$ cat src/hdl/takf_pkg.sv
package takf_pkg;

    localparam int DATA_W = 32;

    typedef enum logic [2:0]
    {
        REG_ANGLE_NOISE = 3'd0,
        REG_BIAS_NOISE  = 3'd1,
        REG_MEAS_NOISE  = 3'd2,
        REG_TIME_STEP   = 3'd3
    } reg_index_t;

    localparam int CFG_ADDR_W = 2;
    localparam int CFG_DATA_W = 27;

    typedef struct packed
    {
        logic signed [31:0] accel_angle;
        logic signed [31:0] gyro_rate;
    } in_item_t;

    typedef struct packed
    {
        logic signed [31:0] angle_estimate;
        logic signed [31:0] bias_estimate;
        logic signed [31:0] corrected_rate;
    } out_item_t;

    // ALU operations
    typedef enum logic [1:0]
    {
        OP_ADD = 2'd0,
        OP_SUB = 2'd1,
        OP_MUL = 2'd2
    } alu_op_t;

    typedef struct packed
    {
        alu_op_t            op;
        logic signed [31:0] a;
        logic signed [31:0] b;
    } alu_req_t;

    typedef enum logic [1:0]
    {
        DIV_IDLE = 2'd0,
        DIV_RUN  = 2'd1,
        DIV_DONE = 2'd2
    } div_state_t;

    typedef enum logic [1:0]
    {
        SEQ_IDLE  = 2'd0,
        SEQ_RUN   = 2'd1,
        SEQ_DIV   = 2'd2,
        SEQ_OUT   = 2'd3
    } seq_state_t;

    function automatic logic signed [31:0] sat32(input logic signed [65:0] v);
        logic signed [31:0] r;
        if (v > 66'sd2147483647)
            r = 32'sh7fffffff;
        else if (v < -66'sd2147483648)
            r = 32'sh80000000;
        else
            r = v[31:0];
        return r;
    endfunction

endpackage

$ cat src/hdl/takf_alu.sv
module takf_alu #(
    parameter int FRAC_BITS = 20
) (
    input  logic               clk,
    input  takf_pkg::alu_req_t req,
    output logic signed [31:0] result
);
    import takf_pkg::*;

    logic signed [65:0] prod;
    logic signed [65:0] wide;
    logic signed [31:0] result_reg;
    logic signed [31:0] result_next;

    // product with half-LSB rounding, floor shift
    assign prod = 66'(req.a) * 66'(req.b) + (66'sd1 <<< (FRAC_BITS - 1));

    always_comb
    begin
        case (req.op)
            OP_ADD:  wide = 66'(req.a) + 66'(req.b);
            OP_SUB:  wide = 66'(req.a) - 66'(req.b);
            OP_MUL:  wide = prod >>> FRAC_BITS;
            default: wide = 66'(req.a);
        endcase
        result_next = sat32(wide);
    end

    // register the result
    always_ff @(posedge clk)
    begin
        result_reg <= result_next;
    end

    assign result = result_reg;
endmodule

$ cat config.mk
export PLATFORM = sky130hd
export DESIGN_NAME = takf_alu
export DESIGN_NICKNAME = d
export VERILOG_FILES = /design/src/hdl/takf_pkg.sv /design/src/hdl/takf_alu.sv
export SDC_FILE = /design/constraint.sdc
export NUM_CORES = 2
export LEC_CHECK = 0
export CAP_MARGIN = 5
export CORE_MARGIN = 2
export CORE_UTILIZATION = 65
export DETAILED_ROUTE_END_ITERATION = 7
export DONT_BUFFER_PORTS = 1
export PLACE_DENSITY = 0.81
export SETUP_SLACK_MARGIN = 0.3
export SYNTH_ARGS = -nofsm -noshare
export SYNTH_HDL_FRONTEND = slang
export SYNTH_SLANG_ARGS = --single-unit
$ cat constraint.sdc
create_clock -name clk -period 13.3 [get_ports clk]
set_input_delay 2.66 -clock clk [delete_from_list [all_inputs] [get_ports clk]]
set_output_delay 2.66 -clock clk [all_outputs]
set_load 0.005 [all_outputs]
### Yosys cells after proc, flatten, opt, wreduce, memory -nomap -nowiden

Index checks and enable logic that the tools add are counted.

* add/sub/neg operators: 3
* $mul: 1
* $lt $le $gt $ge: 2
* equality and inequality tests: 2
* multiplexer cells: 2
* reduce and logical (&&, ||, !) cells: 1

Operator list (number)
* 66-bit case mux with 3 select lines: 1
* 66-bit by 32-bit > comparator with 1-bit output (second input constant): 1
* 66-bit by 32-bit < comparator with 1-bit output (second input constant): 1
* 64-bit by 21-bit adder with 65-bit output (second input constant): 1
* 32-bit by 32-bit multiplier with 64-bit output: 1
* 32-bit by 32-bit adder with 33-bit output: 1
* 32-bit by 32-bit subtractor with 33-bit output: 1
* 32-bit two-way mux: 1
* 2-bit by 1-bit equality test with 1-bit output (second input constant): 1
* 2-bit equality test (second input constant): 1
* 2-bit zero test: 1

* register bits after elaboration: 32
* input bits: 67
* output and inout bits: 32
* word-level logic and storage cells: 12

### Depth between registers and ports, before layout

* word-level depth: 5
* depth in mapped cells: 32
* gate-level depth less buffers: 29

### Worst setup path after synthesis

Ideal clock, no wire load.

* path kind: in2reg
* start point: in req[63] in the netlist's numbering
* end point: reg result_reg[10], in the netlist result[10]
* library setup time: 0.141 ns
* arrival time: 11.497 ns
* required time: 13.159 ns
* setup slack: 1.663 ns
* cell stages on the path: 31
* buffers on the path: 3
* path through: clkbuf_1 clkinv_1 buf_1 nor2_1 fa_1 fa_1 inv_1 fa_1 inv_1 fa_1 inv_1 fa_1 inv_1 fa_1 inv_1 fa_1 inv_1 fa_1 ha_1 a21o_1 o21bai_1 a311oi_1 nand3_1 a221oi_4 o31ai_2 xor2_1 a211o_1 o41a_1 o41ai_4 buf_6 o31ai_2

* cells in the longest elaborated chain, start to end: 5
* elaborated cells on any way between the ends: 8
* those cells by class: add/sub: 3; mul: 1; order compare: 2; mux: 2

RTL lines
* from (decl): RTL line takf_alu.sv:5 `input takf_pkg::alu_req_t req,`
* 32-bit by 32-bit multiplier with 64-bit output: RTL line takf_alu.sv:16 `assign prod = 66'(req.a) * 66'(req.b) + (66'sd1 <<< (FRAC_BITS - 1));`
* 64-bit by 21-bit adder with 65-bit output: RTL line takf_alu.sv:16
* 66-bit case mux with 3 select lines *: RTL line takf_alu.sv:20 `case (req.op)`
* 66-bit by 32-bit < comparator with 1-bit output: RTL line takf_pkg.sv:63 `else if (v < -66'sd2147483648)`
* 32-bit two-way mux: RTL line takf_pkg.sv:63
* to (signal assigned): RTL line takf_alu.sv:32 `result_reg <= result_next;`
* to (decl): RTL line takf_alu.sv:12 `logic signed [31:0] result_reg;`

Every way passes the cells marked *; elsewhere a longest branch is shown, timed or not.
A chain may end at the register's enable or synchronous reset.

### Worst setup path after layout

* start point: in req[63] in the netlist's numbering
* end point: reg result_reg[7], in the netlist result[7]

Same word-level chain as after synthesis.

==> summary.log <==
qor: synth.synth_enable_flop_cells 0
qor: clocking.root_buffer sky130_fd_sc_hd__clkbuf_16
qor: synth.synth.cell_area 41400 um2
qor: hold_path.holdCritStartpoint req[65]
qor: route.met2WireLength 58100 um
qor: floorplan.floorplan.io_pins 99
qor: synth.ys_warn_count 0
qor: layout.flow.area_growth_from_synthesis 0.559%
qor: grt.grt_use_total 38.1%
qor: synth.synth-async-reset-ratio 0%
qor: placement.buffer_ports.inserted 0
qor: synth.synth_top_cells_by_count sky130_fd_sc_hd__fa_1, sky130_fd_sc_hd__inv_1, sky130_fd_sc_hd__nand2_1
qor: floorplan.rows 92
qor: placement.dpl.hpwl 96000 um
qor: sta.max_slew.worst_pin.slew 1.04 ns
qor: run_status.result_of_the_run completed
qor: layout.filler_cells_inserted 5107
qor: synth.yosysUniqueCellTypes 98
qor: hold_path.worstHoldPathType in -> reg
qor: synth.mappedNetlistNets 6024
qor: run.maxCapViolCount 0
qor: synth.synth-main-ff-cell sky130_fd_sc_hd__dfxtp_1
qor: grt.grt_first_pass_wirelength 193000 um
qor: synth.synth_compound_area_share 8.23%
qor: placement.gpl.final_weighted_congestion 1.05
qor: floorplan.fp.dieH 256 um
qor: synth.synth.area.top_cells sky130_fd_sc_hd__fa_1, sky130_fd_sc_hd__inv_1, sky130_fd_sc_hd__ha_1
qor: route.route.detailed.wl_per_inst 23.1 um
qor: setup_path.timing.setup.critical_path_class in -> reg
qor: hold_path.hold_path_end result[16]
qor: synth.ys_seq_area_share 1.55%
qor: clocking.cts_hold_buffers 0
qor: route.detail_route.drc_violations 0
qor: synth.adder_cell_fraction_of_synth_area 60.2%
qor: clocking.path_clk_slew 0.05 ns
qor: layout.largest_register_ffs 32
qor: sta.fin_setup_tns 0 ns
qor: route.route.antenna.remaining_nets 0
qor: sta.grt_setup_unrepaired false
qor: route.detail_route.vias_per_cell 6.07
qor: route.dr.pass1.iters 5
qor: floorplan.die_w 256 um
qor: route.totalWireLength 120000 um
qor: hold_path.holdPathStages 2
qor: clocking.ctsLongestPathBuffers 2
qor: synth.synth_most_common_cell sky130_fd_sc_hd__fa_1
qor: layout.drive_gt1_share 1.92%
qor: floorplan.die-area 65800 um2
qor: floorplan.initial_core_util 65.7%
qor: grt.first_global_vias 35400
qor: synth.yosysTopAreaCell sky130_fd_sc_hd__fa_1
qor: sta.setup_viol_count_final 0
qor: synth.post_synth_mux_area_share 0.369%
qor: grt.grt_antenna_before_repair 6
qor: synth.synth_area_per_cell 8.97 um2
qor: clocking.clock_tree_from_tritoncts built
qor: synth.post_synthesis_share_of_cell_area_spent_on_and_or_nand_and_nor_gates 15.8%
qor: sta.hold_violations 0
qor: clocking.cts_resized 0
qor: grt.global_route.overflow_total 0
qor: setup_path.worstSetupStartpointType primary input
qor: floorplan.core 63100 um2
qor: setup_path.crit_path_end_kind flop
qor: route.drt-met1-wl 42600 um
qor: synth.post-synth-top-area-fraction 52.8%
qor: route.drt-initial-drc-count 2472
qor: synth.synthCells 4620
qor: sta.relSlewSlack 30.3%
qor: setup_path.crit_start req[63]
qor: clocking.cts_post_setup_buffers_inserted 0
qor: sta.finalMaxSlewViolations 0
qor: sta.layout_worst_path_cycle_share 90.8%
qor: sta.fin_crit 12.08 ns
qor: clocking.cts_buffers 5
qor: grt.grt_max_degree 109
qor: route.route.vias.total 31700
qor: synth.synth_top_family_by_area adder cells
qor: synth.total_of_flip_flops_plus_latches_after_synthesis 32
qor: setup_path.timing.critical_path.arrival 12.20 ns
qor: setup_path.required 13.42 ns
qor: route.uppermost_routed_layer met5
qor: setup_path.worstPathMaxFanout 31
qor: layout.fin_nets 5779
qor: clocking.cts_sinks 32
qor: sta.maxClockFrequency 82.8 MHz
qor: synth.synth-xor-area-share 1.67%
qor: clocking.htree_num_levels 2
qor: route.met3WireLength 11200 um
critical path, cell delays in order:
cell                       delay, ns
sky130_fd_sc_hd__clkinv_1       0.04
sky130_fd_sc_hd__buf_4          0.26
sky130_fd_sc_hd__nor2_1         0.14
sky130_fd_sc_hd__fa_1           0.78
sky130_fd_sc_hd__inv_1          0.12
sky130_fd_sc_hd__fa_1           0.88
sky130_fd_sc_hd__inv_1          0.12
sky130_fd_sc_hd__fa_1           0.92
sky130_fd_sc_hd__inv_1          0.13
sky130_fd_sc_hd__fa_1           0.52
sky130_fd_sc_hd__fa_1           0.45
sky130_fd_sc_hd__fa_1           0.52
sky130_fd_sc_hd__fa_1           0.55
sky130_fd_sc_hd__inv_1          0.05
sky130_fd_sc_hd__fa_1           0.47
sky130_fd_sc_hd__ha_1           0.41
sky130_fd_sc_hd__and3_4         0.25
sky130_fd_sc_hd__a221oi_2       0.44
sky130_fd_sc_hd__o21ai_1        0.13
sky130_fd_sc_hd__a21o_1         0.20
sky130_fd_sc_hd__a21oi_2        0.17
sky130_fd_sc_hd__nand2b_1       0.07
sky130_fd_sc_hd__mux2_4         0.28
sky130_fd_sc_hd__a211o_1        0.27
sky130_fd_sc_hd__o41a_1         0.41
sky130_fd_sc_hd__o41ai_4        0.28
sky130_fd_sc_hd__buf_4          0.47
sky130_fd_sc_hd__o41ai_2        0.16
through the flow:
step / hold WS [ns] / util (%) / setup slack, ns / cells / cell area, um2
2_1_floorplan: 2.93 / - / 1.66 / 4620 / 41400
3_3_place_gp: 2.92 / 65.8 / 1.14 / 5214 / 41500
3_5_place_dp: 2.93 / 65.8 / 0.998 / 5214 / 41500
4_1_cts: 2.64 / 66.0 / 1.28 / 5222 / 41700
5_1_grt: 2.66 / 66.0 / 0.904 / 5223 / 41700
6_report: 2.66 / 66.0 / 1.22 / 5223 / 41700
placed cells by master, fill, tap and decap left out, types with 26 or more instances in the layout:
master and n:
sky130_fd_sc_hd__fa_1 1092, sky130_fd_sc_hd__inv_1 1056, sky130_fd_sc_hd__nand2_1 630, sky130_fd_sc_hd__and2_1 393, sky130_fd_sc_hd__ha_1 245, sky130_fd_sc_hd__nor2_1 154, sky130_fd_sc_hd__a21oi_1 112, sky130_fd_sc_hd__o21ai_0 104
sky130_fd_sc_hd__xnor2_1 58, sky130_fd_sc_hd__o211ai_1 34, sky130_fd_sc_hd__dfxtp_1 32, sky130_fd_sc_hd__a21o_1 29, sky130_fd_sc_hd__nand3_1 28, sky130_fd_sc_hd__o31ai_2 28, sky130_fd_sc_hd__nor3_1 26
layout make-up:
type | count | area [um2] | share of cell area, %
timing repair buffer | 6 | 45.0 | 0.108
antenna | 1 | 2.50 | 0.00601
clock inverter | 3 | 42.5 | 0.102
multi-input combinational | 3272 | 35800 | 85.9
tap | 846 | 1060 | 2.54
sequential | 32 | 641 | 1.54
inverter | 1058 | 3970 | 9.53
clock buffer | 5 | 125 | 0.300
worst max path at each step:
stage	end	slack, ns
3_3_place_gp	result[16]	1.14
2_1_floorplan	result[10]	1.66
6_report	result[7]	1.22
3_5_place_dp	result[7]	1.0
4_1_cts	result[7]	1.28
5_1_grt	result[7]	0.90
layer usage:
| layer | up-vias | GRT usage [%] |
|---|---|---|
| met5 | - | 0 |
| met4 | 4 | 21.8 |
| li1 | 13300 | - |
| met3 | 483 | 6.44 |
| met2 | 1677 | 63.9 |
| met1 | 16300 | 47.0 |
cells by family after synthesis:
| logic type | after synthesis |
|---|---|
| and+or+nand+nor | 1362 |
| adders and majority gates | 1337 |
| buffers and inverters | 1316 |
| AOI/OAI and AO/OA | 482 |
| xor gates and xnor gates | 79 |
| DFF | 32 |
| muxes | 12 |
Power is left out: the tool's default activity adds up to more than one toggle a clock period on the data nets, which glitch-free logic cannot reach.
