[src/hdl/takf_pkg.sv]
package takf_pkg;

    localparam int DATA_W = 32;

    typedef enum logic [2:0]
    {
        REG_ANGLE_NOISE = 3'd0,
        REG_BIAS_NOISE  = 3'd1,
        REG_MEAS_NOISE  = 3'd2,
        REG_TIME_STEP   = 3'd3
    } reg_index_t;

    localparam int CFG_ADDR_W = 2;
    localparam int CFG_DATA_W = 27;

    typedef struct packed
    {
        logic signed [31:0] accel_angle;
        logic signed [31:0] gyro_rate;
    } in_item_t;

    typedef struct packed
    {
        logic signed [31:0] angle_estimate;
        logic signed [31:0] bias_estimate;
        logic signed [31:0] corrected_rate;
    } out_item_t;

    // ALU operations
    typedef enum logic [1:0]
    {
        OP_ADD = 2'd0,
        OP_SUB = 2'd1,
        OP_MUL = 2'd2
    } alu_op_t;

    typedef struct packed
    {
        alu_op_t            op;
        logic signed [31:0] a;
        logic signed [31:0] b;
    } alu_req_t;

    typedef enum logic [1:0]
    {
        DIV_IDLE = 2'd0,
        DIV_RUN  = 2'd1,
        DIV_DONE = 2'd2
    } div_state_t;

    typedef enum logic [1:0]
    {
        SEQ_IDLE  = 2'd0,
        SEQ_RUN   = 2'd1,
        SEQ_DIV   = 2'd2,
        SEQ_OUT   = 2'd3
    } seq_state_t;

    function automatic logic signed [31:0] sat32(input logic signed [65:0] v);
        logic signed [31:0] r;
        if (v > 66'sd2147483647)
            r = 32'sh7fffffff;
        else if (v < -66'sd2147483648)
            r = 32'sh80000000;
        else
            r = v[31:0];
        return r;
    endfunction

endpackage

[src/hdl/takf_div.sv]
module takf_div #(
    parameter int FRAC_BITS = 20
) (
    input  logic               clk,
    input  logic               rst_n,
    input  logic               start,
    input  logic signed [31:0] num,
    input  logic signed [31:0] den,
    output logic               done,
    output logic signed [31:0] quot
);
    import takf_pkg::*;

    localparam int NW = 32 + FRAC_BITS;
    localparam int CW = $clog2(NW + 1);

    div_state_t          state_reg, state_next;
    logic [NW-1:0]       q_reg, q_next;
    logic [32:0]         rem_reg, rem_next;
    logic [31:0]         d_reg, d_next;
    logic                neg_reg, neg_next;
    logic                zero_reg, zero_next;
    logic [CW-1:0]       cnt_reg, cnt_next;
    logic [33:0]         trial;
    logic signed [NW+1:0] signed_q;
    logic [31:0]         num_mag;
    logic [31:0]         den_mag;

    assign num_mag = num[31] ? 32'(-num) : 32'(num);
    assign den_mag = den[31] ? 32'(-den) : 32'(den);
    assign trial = {rem_reg, q_reg[NW-1]} - {2'b00, d_reg};

    // next state
    always_comb
    begin
        state_next = state_reg;
        unique case (state_reg)
            DIV_IDLE: if (start) state_next = DIV_RUN;
            DIV_RUN:  if (cnt_reg == CW'(NW - 1)) state_next = DIV_DONE;
            DIV_DONE: state_next = DIV_IDLE;
            default:  state_next = DIV_IDLE;
        endcase
    end

    // restoring shift-subtract, one quotient bit per cycle
    always_comb
    begin
        q_next    = q_reg;
        rem_next  = rem_reg;
        d_next    = d_reg;
        neg_next  = neg_reg;
        zero_next = zero_reg;
        cnt_next  = cnt_reg;
        unique case (state_reg)
            DIV_IDLE:
            begin
                q_next    = {num_mag, {FRAC_BITS{1'b0}}};
                rem_next  = '0;
                d_next    = den_mag;
                neg_next  = num[31] ^ den[31];
                zero_next = (den == 32'sd0);
                cnt_next  = '0;
            end
            DIV_RUN:
            begin
                if (!trial[33])
                begin
                    rem_next = trial[32:0];
                    q_next   = {q_reg[NW-2:0], 1'b1};
                end
                else
                begin
                    rem_next = {rem_reg[31:0], q_reg[NW-1]};
                    q_next   = {q_reg[NW-2:0], 1'b0};
                end
                cnt_next = cnt_reg + 1'b1;
            end
            default: ;
        endcase
    end

    always_ff @(posedge clk or negedge rst_n)
    begin
        if (!rst_n)
            state_reg <= DIV_IDLE;
        else
            state_reg <= state_next;
    end

    always_ff @(posedge clk)
    begin
        q_reg    <= q_next;
        rem_reg  <= rem_next;
        d_reg    <= d_next;
        neg_reg  <= neg_next;
        zero_reg <= zero_next;
        cnt_reg  <= cnt_next;
    end

    // apply sign and saturate
    assign signed_q = neg_reg ? -$signed({2'b00, q_reg}) : $signed({2'b00, q_reg});
    assign done = (state_reg == DIV_DONE);
    assign quot = zero_reg ? 32'sd0 : sat32(66'(signed_q));
endmodule

[config.mk]
export PLATFORM = sky130hd
export DESIGN_NAME = takf_div
export DESIGN_NICKNAME = d
export VERILOG_FILES = /design/src/hdl/takf_pkg.sv /design/src/hdl/takf_div.sv
export SDC_FILE = /design/constraint.sdc
export NUM_CORES = 1
export LEC_CHECK = 0
export BUFFER_PORTS_ARGS = -buffer_cell sky130_fd_sc_hd__buf_2
export CAP_MARGIN = 30
export CORE_MARGIN = 5
export CORE_UTILIZATION = 30
export CTS_BUF_LIST = sky130_fd_sc_hd__clkbuf_4 sky130_fd_sc_hd__clkbuf_8 sky130_fd_sc_hd__clkbuf_16
export CTS_CLUSTER_SIZE = 24
export DETAILED_ROUTE_END_ITERATION = 6
export GPL_TIMING_DRIVEN = 0
export SKIP_CTS_REPAIR_TIMING = 1
export SYNTH_ARGS = -nofsm -noshare
export SYNTH_HDL_FRONTEND = slang
export SYNTH_SLANG_ARGS = --single-unit
[constraint.sdc]
create_clock -name clk -period 11.2 [get_ports clk]
set_input_delay 2.24 -clock clk [delete_from_list [all_inputs] [get_ports clk]]
set_output_delay 2.24 -clock clk [all_outputs]
set_load 0.01 [all_outputs]
### Word level (Yosys, flattened, before mapping)

Cells that the tools add are included.

* add/sub/neg operators: 5
* $lt $le $gt $ge: 2
* equality and inequality tests: 5
* mux-type cells: 14
* bitwise gates (word level): 1
* reductions and logical operators: 4

Operator list (count)
* 2-to-1 mux 32 bit: 4
* case mux 52 bit (2 select lines): 1
* case mux 33 bit (2 select lines): 1
* negator 32 bit: 2
* greater-than comparator 54 x 32 -> 1 bit, second input constant: 1
* less-than comparator 54 x 32 -> 1 bit, second input constant: 1
* 2-to-1 mux 54 bit: 1
* negator 52 -> 54 bit: 1
* subtractor 34 x 32 -> 34 bit: 1
* 2-to-1 mux 33 bit: 1
* zero test 32 bit: 1
* 2-to-1 mux 31 bit: 1
* case mux 6 bit (2 select lines): 1
* adder 6 x 1 -> 6 bit, second input constant: 1
* equality test 6 bit, second input constant: 1
* 2-to-1 mux 2 bit: 2
* inequality test 2 bit, second input constant: 2
* case mux 2 bit (2 select lines): 1
* equality test 2 x 1 -> 1 bit, second input constant: 1
* equality test 2 bit, second input constant: 1
* zero test 2 bit: 1
* AND reduction 2 bit: 1
* nonzero test 2 bit: 1
* 2-to-1 mux 1 bit: 1
* bitwise XOR 1 bit: 1

* flip-flop bits (word level): 127
* bits of input ports: 67
* output and inout bits: 33
* logic and storage cells: 39

### Longest topological paths before layout

Gate-level depths: netlist of the first run.

* word-level depth: 6
* depth in mapped cells: 14
* gate-level depth less buffers: 12

### Worst setup path before layout of the first run

Ideal clock, no wire load.

* path kind: register -> output
* start point: register q_reg[20]
* end point: output port quot[12]
* arrival time: 3.144 ns
* required time: 8.960 ns
* slack: 5.816 ns
* cell stages (with the launch flop): 12
* buffers on the path: 2
* path through: edfxtp_1 > or4_4 > nor4_4 > nand4_2 > buf_6 > o31ai_1 > xor2_1 > or4_1 > nor4_2 > a21oi_1 > buf_2 > o21ai_1

* longest elaborated chain between the ends: 6
* elaborated cells on any way between the ends: 7
* those cells by class: add/sub: 1; order compare: 2; mux: 4

Ends and longest elaborated chain
* start: declaration: RTL line takf_div.sv:18 `logic [NW-1:0] q_reg, q_next;`
* start signal: assignment: RTL line takf_div.sv:92 `q_reg <= q_next;`
* negator 52 -> 54 bit: RTL line takf_div.sv:101 `assign signed_q = neg_reg ? -$signed({2'b00, q_reg}) : $signed({2'b00, q_reg});`
* 2-to-1 mux 54 bit (*): RTL line takf_div.sv:101
* less-than comparator 54 x 32 -> 1 bit: RTL line takf_pkg.sv:63 `else if (v < -66'sd2147483648)`
* 2-to-1 mux 32 bit: RTL line takf_pkg.sv:63
* 2-to-1 mux 32 bit (*): RTL line takf_pkg.sv:61 `if (v > 66'sd2147483647)`
* 2-to-1 mux 32 bit (*): RTL line takf_div.sv:103 `assign quot = zero_reg ? 32'sd0 : sat32(66'(signed_q));`
* end: declaration: RTL line takf_div.sv:10 `output logic signed [31:0] quot`

Mark *: on every way between the ends. The rest lies on a longest branch, timed or not.

### Worst setup path after layout of the first run

* start point: register q_reg[33]
* end point: output port quot[28]

The elaborated chain is that of the path after synthesis.

==> results of run 1 <==
## path summary, 6_finish.rpt
path / start / end / slack [ns] / cells after the start
min in group asynchronous: rst_n / state_reg[0] / 1.59 / 1
max: q_reg[33] / quot[28] / 4.64 / 12
min reg2reg: state_reg[1] / state_reg[0] / 0.59 / 1
max reg2reg: rem_reg[5] / rem_reg[21] / 6.86 / 10
min: state_reg[1] / state_reg[0] / 0.59 / 1
max in group asynchronous: rst_n / state_reg[1] / 9.51 / 1
## metal layers
metal  global-route usage (%)  share of wire (%)
met1                     19.8                 46
met2                     24.1                 47
met3                     2.57                5.3
met4                     4.15                1.2
met5                        0                  0
## final cells by class
type                       instances  area share, %
buffer                            51           2.05
clock buffer                      18           3.79
clock inverter                    14           1.58
inverter                          54           1.79
multi-input combinational        828           48.0
sequential                       127           33.3
tap                              442           4.84
timing repair buffer             101           4.75
## kinds of logic (layout without fill, tap and decap cells)
| family | count (synthesis) | count (layout) | synth area share (%) |
|---|---|---|---|
| AOI/OAI and AO/OA | 318 | 318 | 20.8 |
| xor gates and xnor gates | 126 | 126 | 11.4 |
| adders and majority gates | 37 | 37 | 4.84 |
| buffers and inverters | 105 | 238 | 4.49 |
| DFF | 127 | 127 | 39.1 |
| muxes | 7 | 7 | 0.734 |
| and+or+nand+nor | 340 | 340 | 18.6 |
## layout by cell type (no fill, tap or decap), types with 10 or more instances in the layout
master,instances
nor2_1,43
and3_1,12
a21o_1,14
buf_2,101
and2_1,24
nor3_1,29
a21oi_1,60
nand2_1,99
o41ai_1,13
o31ai_1,28
edfxtp_1,125
o21a_1,12
xnor2_1,51
clkbuf_1,38
nand4_1,10
nand2b_1,11
or3_1,17
nand3_1,35
inv_1,53
o21ai_0,101
o21ai_1,28
or4_1,15
xor2_1,75
ha_1,36
clkbuf_16,17
## power groups by stage
stage	Combinational (mW)	Clock (mW)	Sequential [mW]
after floorplan	1.08	0	0.937
after global placement	1.38	0	1.00
after detailed placement	1.41	0	1.00
after CTS	1.42	0.598	0.995
after global routing	1.60	0.619	1.02
final	1.43	0.587	0.998
## metrics by stage
step	power, mW	cells	utilization [%]
final	3.01	1635	35.4
after global routing	3.24	1635	35.4
after floorplan	2.02	1060	-
after CTS	3.01	1635	35.4
after detailed placement	2.41	1603	33.5
after global placement	2.39	1601	33.3
## worst max-delay path: stages (launching register included)
cell and delay [ns]:
edfxtp_1 0.36, clkbuf_1 0.22, nor3_1 0.33, nor4bb_1 0.65
nand2_1 0.24, o41ai_1 0.45, xor2_1 0.16, or4_1 0.59
nor4_2 0.18, a21oi_1 0.19, clkbuf_2 0.22, o21ai_1 0.16
buf_2 0.15
==> metrics.txt, run 1 <==
outcome finished, final reports clean; initial antenna violation count 0; Worst Clk Skew approximately 0.011 ns; first-pass GRT wire length 43.1 mm; Yosys cell types between 70 and 80; post-route ant nets 0; Seq/Total Area, Yosys between 30% and 40%; clock latency at the later pin of the worst-skew pair about 0.42 ns; Initial Utilization a little under a third; worst path required time about 9 ns; count leader, synth edfxtp_1; detail-routed via count per cell roughly 5.2; commonest cells in the netlist edfxtp_1, o21ai_0, nand2_1; Avg WL per Cell roughly 16 um; Syn Nets 1164; synth warn 0; register bit count reported by yosys between 100 and 150; RSZ-0062 raised after global routing no; final worst path period need 6.56 ns; CTS tree done; Fillers approximately 3300; total CTS buffers 17; H-tree depth 4; Crit Path Class reg2out; PortBufs 99; HPWL Detailed between 20 and 25 mm; GRT overflow 0; CP startpoint kind register; logic gate share of total power 47.4%; CTS Sinks around 130; footprint of the multi-input gates between 5000 and 6000 um2; Max Clk Rate between 150 and 200 MHz; final instance area 11400 um2; maximum clock path buffer count 2; Synth Instances ~1100; max FFs per register 52; Chip Width ~190 um; Detailed Routing Iterations Pass 1 5; die area between 30000 and 40000 um2; initial drt markers 722; Slew Limit Fails 0; mapped cell area approximately 9700 um2; final setup fails 0; pin count of the biggest net entering global routing about 70; synth-to-layout area growth 17.7%; clock share of power about a fifth; Least-Margin Pin Slew 1.04 ns; Routed WL approximately 27 mm; final setup TNS 0 ns; type of the worst min-delay path reg2reg; max_cap viols 0; switching power ~1.3 mW; # IOs 100; drc violations 0; peak supply drop roughly 0.00013 V; power per cell area between 200 and 300 nW/um2; register area 3800 um2; vias in the first global route between 8000 and 9000; largest cells by area after synthesis edfxtp_1, xor2_1, o21ai_0; die height ~190 um; sw frac between 40% and 50%; n_diodes 0; final clock period utilization by the worst path around 59%; Final nets ~1300; Flop pwr share about a third; WHS ~0.6 ns; Final Hold Viols 0; Tot GR Track Use 14.6%; top cell type's share of synthesized area approximately 39%; arrival time worst endpoint between 4 and 5 ns; root buffer cell clkbuf_16; core box area roughly 32000 um2; Post-synth EDFFs 125; final worst setup slack between 4 and 5 ns; Crit. End Element output port; relative slew slack 29.8%; Most used DFF post-synth edfxtp_1; layout cells sized above 1 between 15 and 20%; Mapped Avg Cell Area just over 9 um2; Pleak approximately 4.5 nW; via count about 8600; Post-Place Worst Slack 5.22 ns; asr flop ratio synth ~1.6%; Int Pwr about 1.8 mW; cell accounting for the most synthesized area edfxtp_1; Placement Cell Area 10800 um2; gp weighted congestion approximately 0.90; crit-path max FO 10; Reg clk slew, reported paths roughly 0.070 ns; FP Rows 66
Note: power is estimated with default switching activity, not from simulation.
==> inputs of run 2 (changes only) <==
ABC_AREA = 1   (was not set)
clock period = 6 ns   (was 11.2 ns; I/O delays follow)
==> metrics.txt, run 2 <==
Seq/Total Area, Yosys 35.6%; Final nets roughly 1700; worst path required time 4.80 ns; root buffer cell clkbuf_16; Crit path max-delay family simple AND/OR/NAND/NOR gates; clock share of power between 10% and 20%; pin count of the biggest net entering global routing between 70 and 80; Reg2Reg Setup Slack between 2 and 3 ns; Synth Instances between 1000 and 1500; n_diodes 0; type of the worst min-delay path in2async; H-tree depth 4; worst r2r src q_reg[51]; Post-synth EDFFs approximately 130; arrival time worst endpoint approximately 3.2 ns; PortBufs 99; synth warn 0; Max stage delay on crit path 0.49 ns; final setup fails 0; most common cell after layout, fill and taps aside nand2_1; Final Power about 5.3 mW; Flop pwr share 30.5%; Syn Nets 1546; worst-path cell chain inv_1 > nand2_1 > inv_1 > nand2_1 > o21ai_0 > nand2_1 > xor2_1 > nand3_1 > nor2_2 > nand3_2 > nand2_4 > buf_12 > nand2_1 > a21oi_2 > buf_2; Max Clk Rate roughly 230 MHz; clock latency at the later pin of the worst-skew pair about 0.43 ns; Crit. End Element output port; final worst path period need about 4.4 ns; GR Util met2 a little over a quarter; commonest cells in the netlist nand2_1, nor2_1, inv_1; register bit count reported by yosys 127; final setup TNS 0 ns; worst setup path start q_reg[31]; HPWL Detailed between 20 and 30 mm; power per cell area around 430 nW/um2; critical path depth 15; cell accounting for the most synthesized area edfxtp_1; Tot GR Track Use around 16%; Detailed Routing Iterations Pass 1 5; largest cells by area after synthesis edfxtp_1, nand2_1, nor2_1; CTS tree done; Slew Limit Fails 0; initial drt markers between 600 and 700; R2R cell count 14; gp weighted congestion around 0.93; max_cap viols 0; met1 GRT Util between 20% and 30%; FP Rows 69; Reg clk slew, reported paths about 0.060 ns; sw frac a little under half; Pleak 5.40 nW; WP buf/inv 4; switching power 2.40 mW; GR Util met3 2.02%; Crit-path slowest cell edfxtp_1; max FFs per register 52; final std cells w/o fill 2036; first-pass GRT wire length about 50 mm; drc violations 0; busiest grt layer met2; initial antenna violation count 1; Avg WL per Cell between 15 and 20 um; Final Hold Viols 0; GRT overflow 0; R2R Path End rem_reg[24]; via count around 10000; Chip Width between 150 and 200 um; outcome finished, final reports clean; crit-path max FO 10; count leader, synth nand2_1; critical path's most frequent cell nand2_1; Initial Utilization 30.2%; maximum clock path buffer count 2; die area between 30000 and 40000 um2; peak supply drop 0.000209 V; logic gate share of total power 50.3%; layout cells sized above 1 around 15%; Least-Margin Pin Slew 0.792 ns; asr flop ratio synth under 10%; final instance area approximately 12000 um2; most frequent cells in the layout nand2_1, nor2_1, inv_1; Mapped Avg Cell Area about 7.4 um2; CP startpoint kind register; final clock period utilization by the worst path roughly 74%; synth-to-layout area growth 15.9%; Int Pwr between 2 and 3 mW; mapped cell area around 11000 um2; relative slew slack between 40% and 50%; Routed WL a little over 30 mm; post-placement cell count 2004; Worst Clk Skew around 0.014 ns; Placement Cell Area between 10000 and 15000 um2; detail-routed via count per cell between 4 and 5; vias in the first global route 9502; CTS Sinks between 100 and 150; Yosys cell types 50; total CTS buffers 17; top cell type's share of synthesized area approximately a third; core box area between 30000 and 40000 um2; die height between 150 and 200 um; # IOs 100; post-route ant nets 0; RSZ-0062 raised after global routing no; crit path to quot[6]; Most used DFF post-synth edfxtp_1; Crit Path Class reg2out
[run 2: cell type report]
type | instances | area [um2]
Timing Repair Buffer | 101 | 543
Clock buffer | 18 | 433
Sequential cell | 127 | 3800
Inverter | 178 | 671
Fill cell | 3767 | 22900
Multi-Input combinational cell | 1097 | 5980
Clock inverter | 14 | 134
Tap cell | 461 | 577
Buffer | 40 | 228
[run 2: worst min-delay path by stage]
stage | slack, ns | endpoint | depth (start not counted) | from
2_1_floorplan | 0.51 | state_reg[1] | 3 | cnt_reg[3]
3_3_place_gp | 0.54 | state_reg[1] | 3 | cnt_reg[3]
3_5_place_dp | 0.56 | state_reg[1] | 3 | cnt_reg[3]
6_report | 0.55 | state_reg[1] | 1 | rst_n
4_1_cts | 0.53 | state_reg[1] | 1 | rst_n
5_1_grt | 0.53 | state_reg[1] | 1 | rst_n
[run 2: per-stage QoR]
step | utilization [%] | worst slack, ns | hold WS (ns)
global placement | 33.3 | 0.174 | 0.545
finish | 35.0 | 1.56 | 0.547
detailed placement | 33.4 | 1.99 | 0.559
floorplan | - | 2.39 | 0.508
global route | 35.0 | 1.33 | 0.531
CTS | 35.0 | 1.53 | 0.530
[run 2: logic make-up after synthesis]
kind of cell | share of synthesized area, %
flops | 35.6
buf+inv | 8.39
compound gates | 14.6
simple gates | 27.9
xor+xnor | 9.02
fa+ha+maj | 4.41
[run 2: worst reg2reg max path, stage by stage (launching register included)]
cell      delay (ns)
edfxtp_1        0.45
inv_1           0.12
ha_1            0.25
fa_1            0.42
o21ai_0         0.31
a21oi_1         0.20
o21ai_0         0.45
nand3_1         0.13
nand2_1         0.19
nand2_1         0.08
nand2_1         0.15
a21o_1          0.14
nand2_1         0.05
nand2_1         0.06
a21oi_1         0.05
[run 2: power groups by stage]
stage	clock network (mW)	logic, mW	registers, mW
global placement	0	2.61	1.62
floorplan	0	2.00	1.53
CTS	1.04	2.66	1.62
detailed placement	0	2.64	1.63
finish	1.02	2.66	1.62
global route	1.07	3.01	1.65
[run 2: routing by layer]
layer	vias up	part of all wire, %
met2	249	48
met3	37	4.2
met4	0	1.7
li1	5038	-
met1	4552	46
met5	-	0
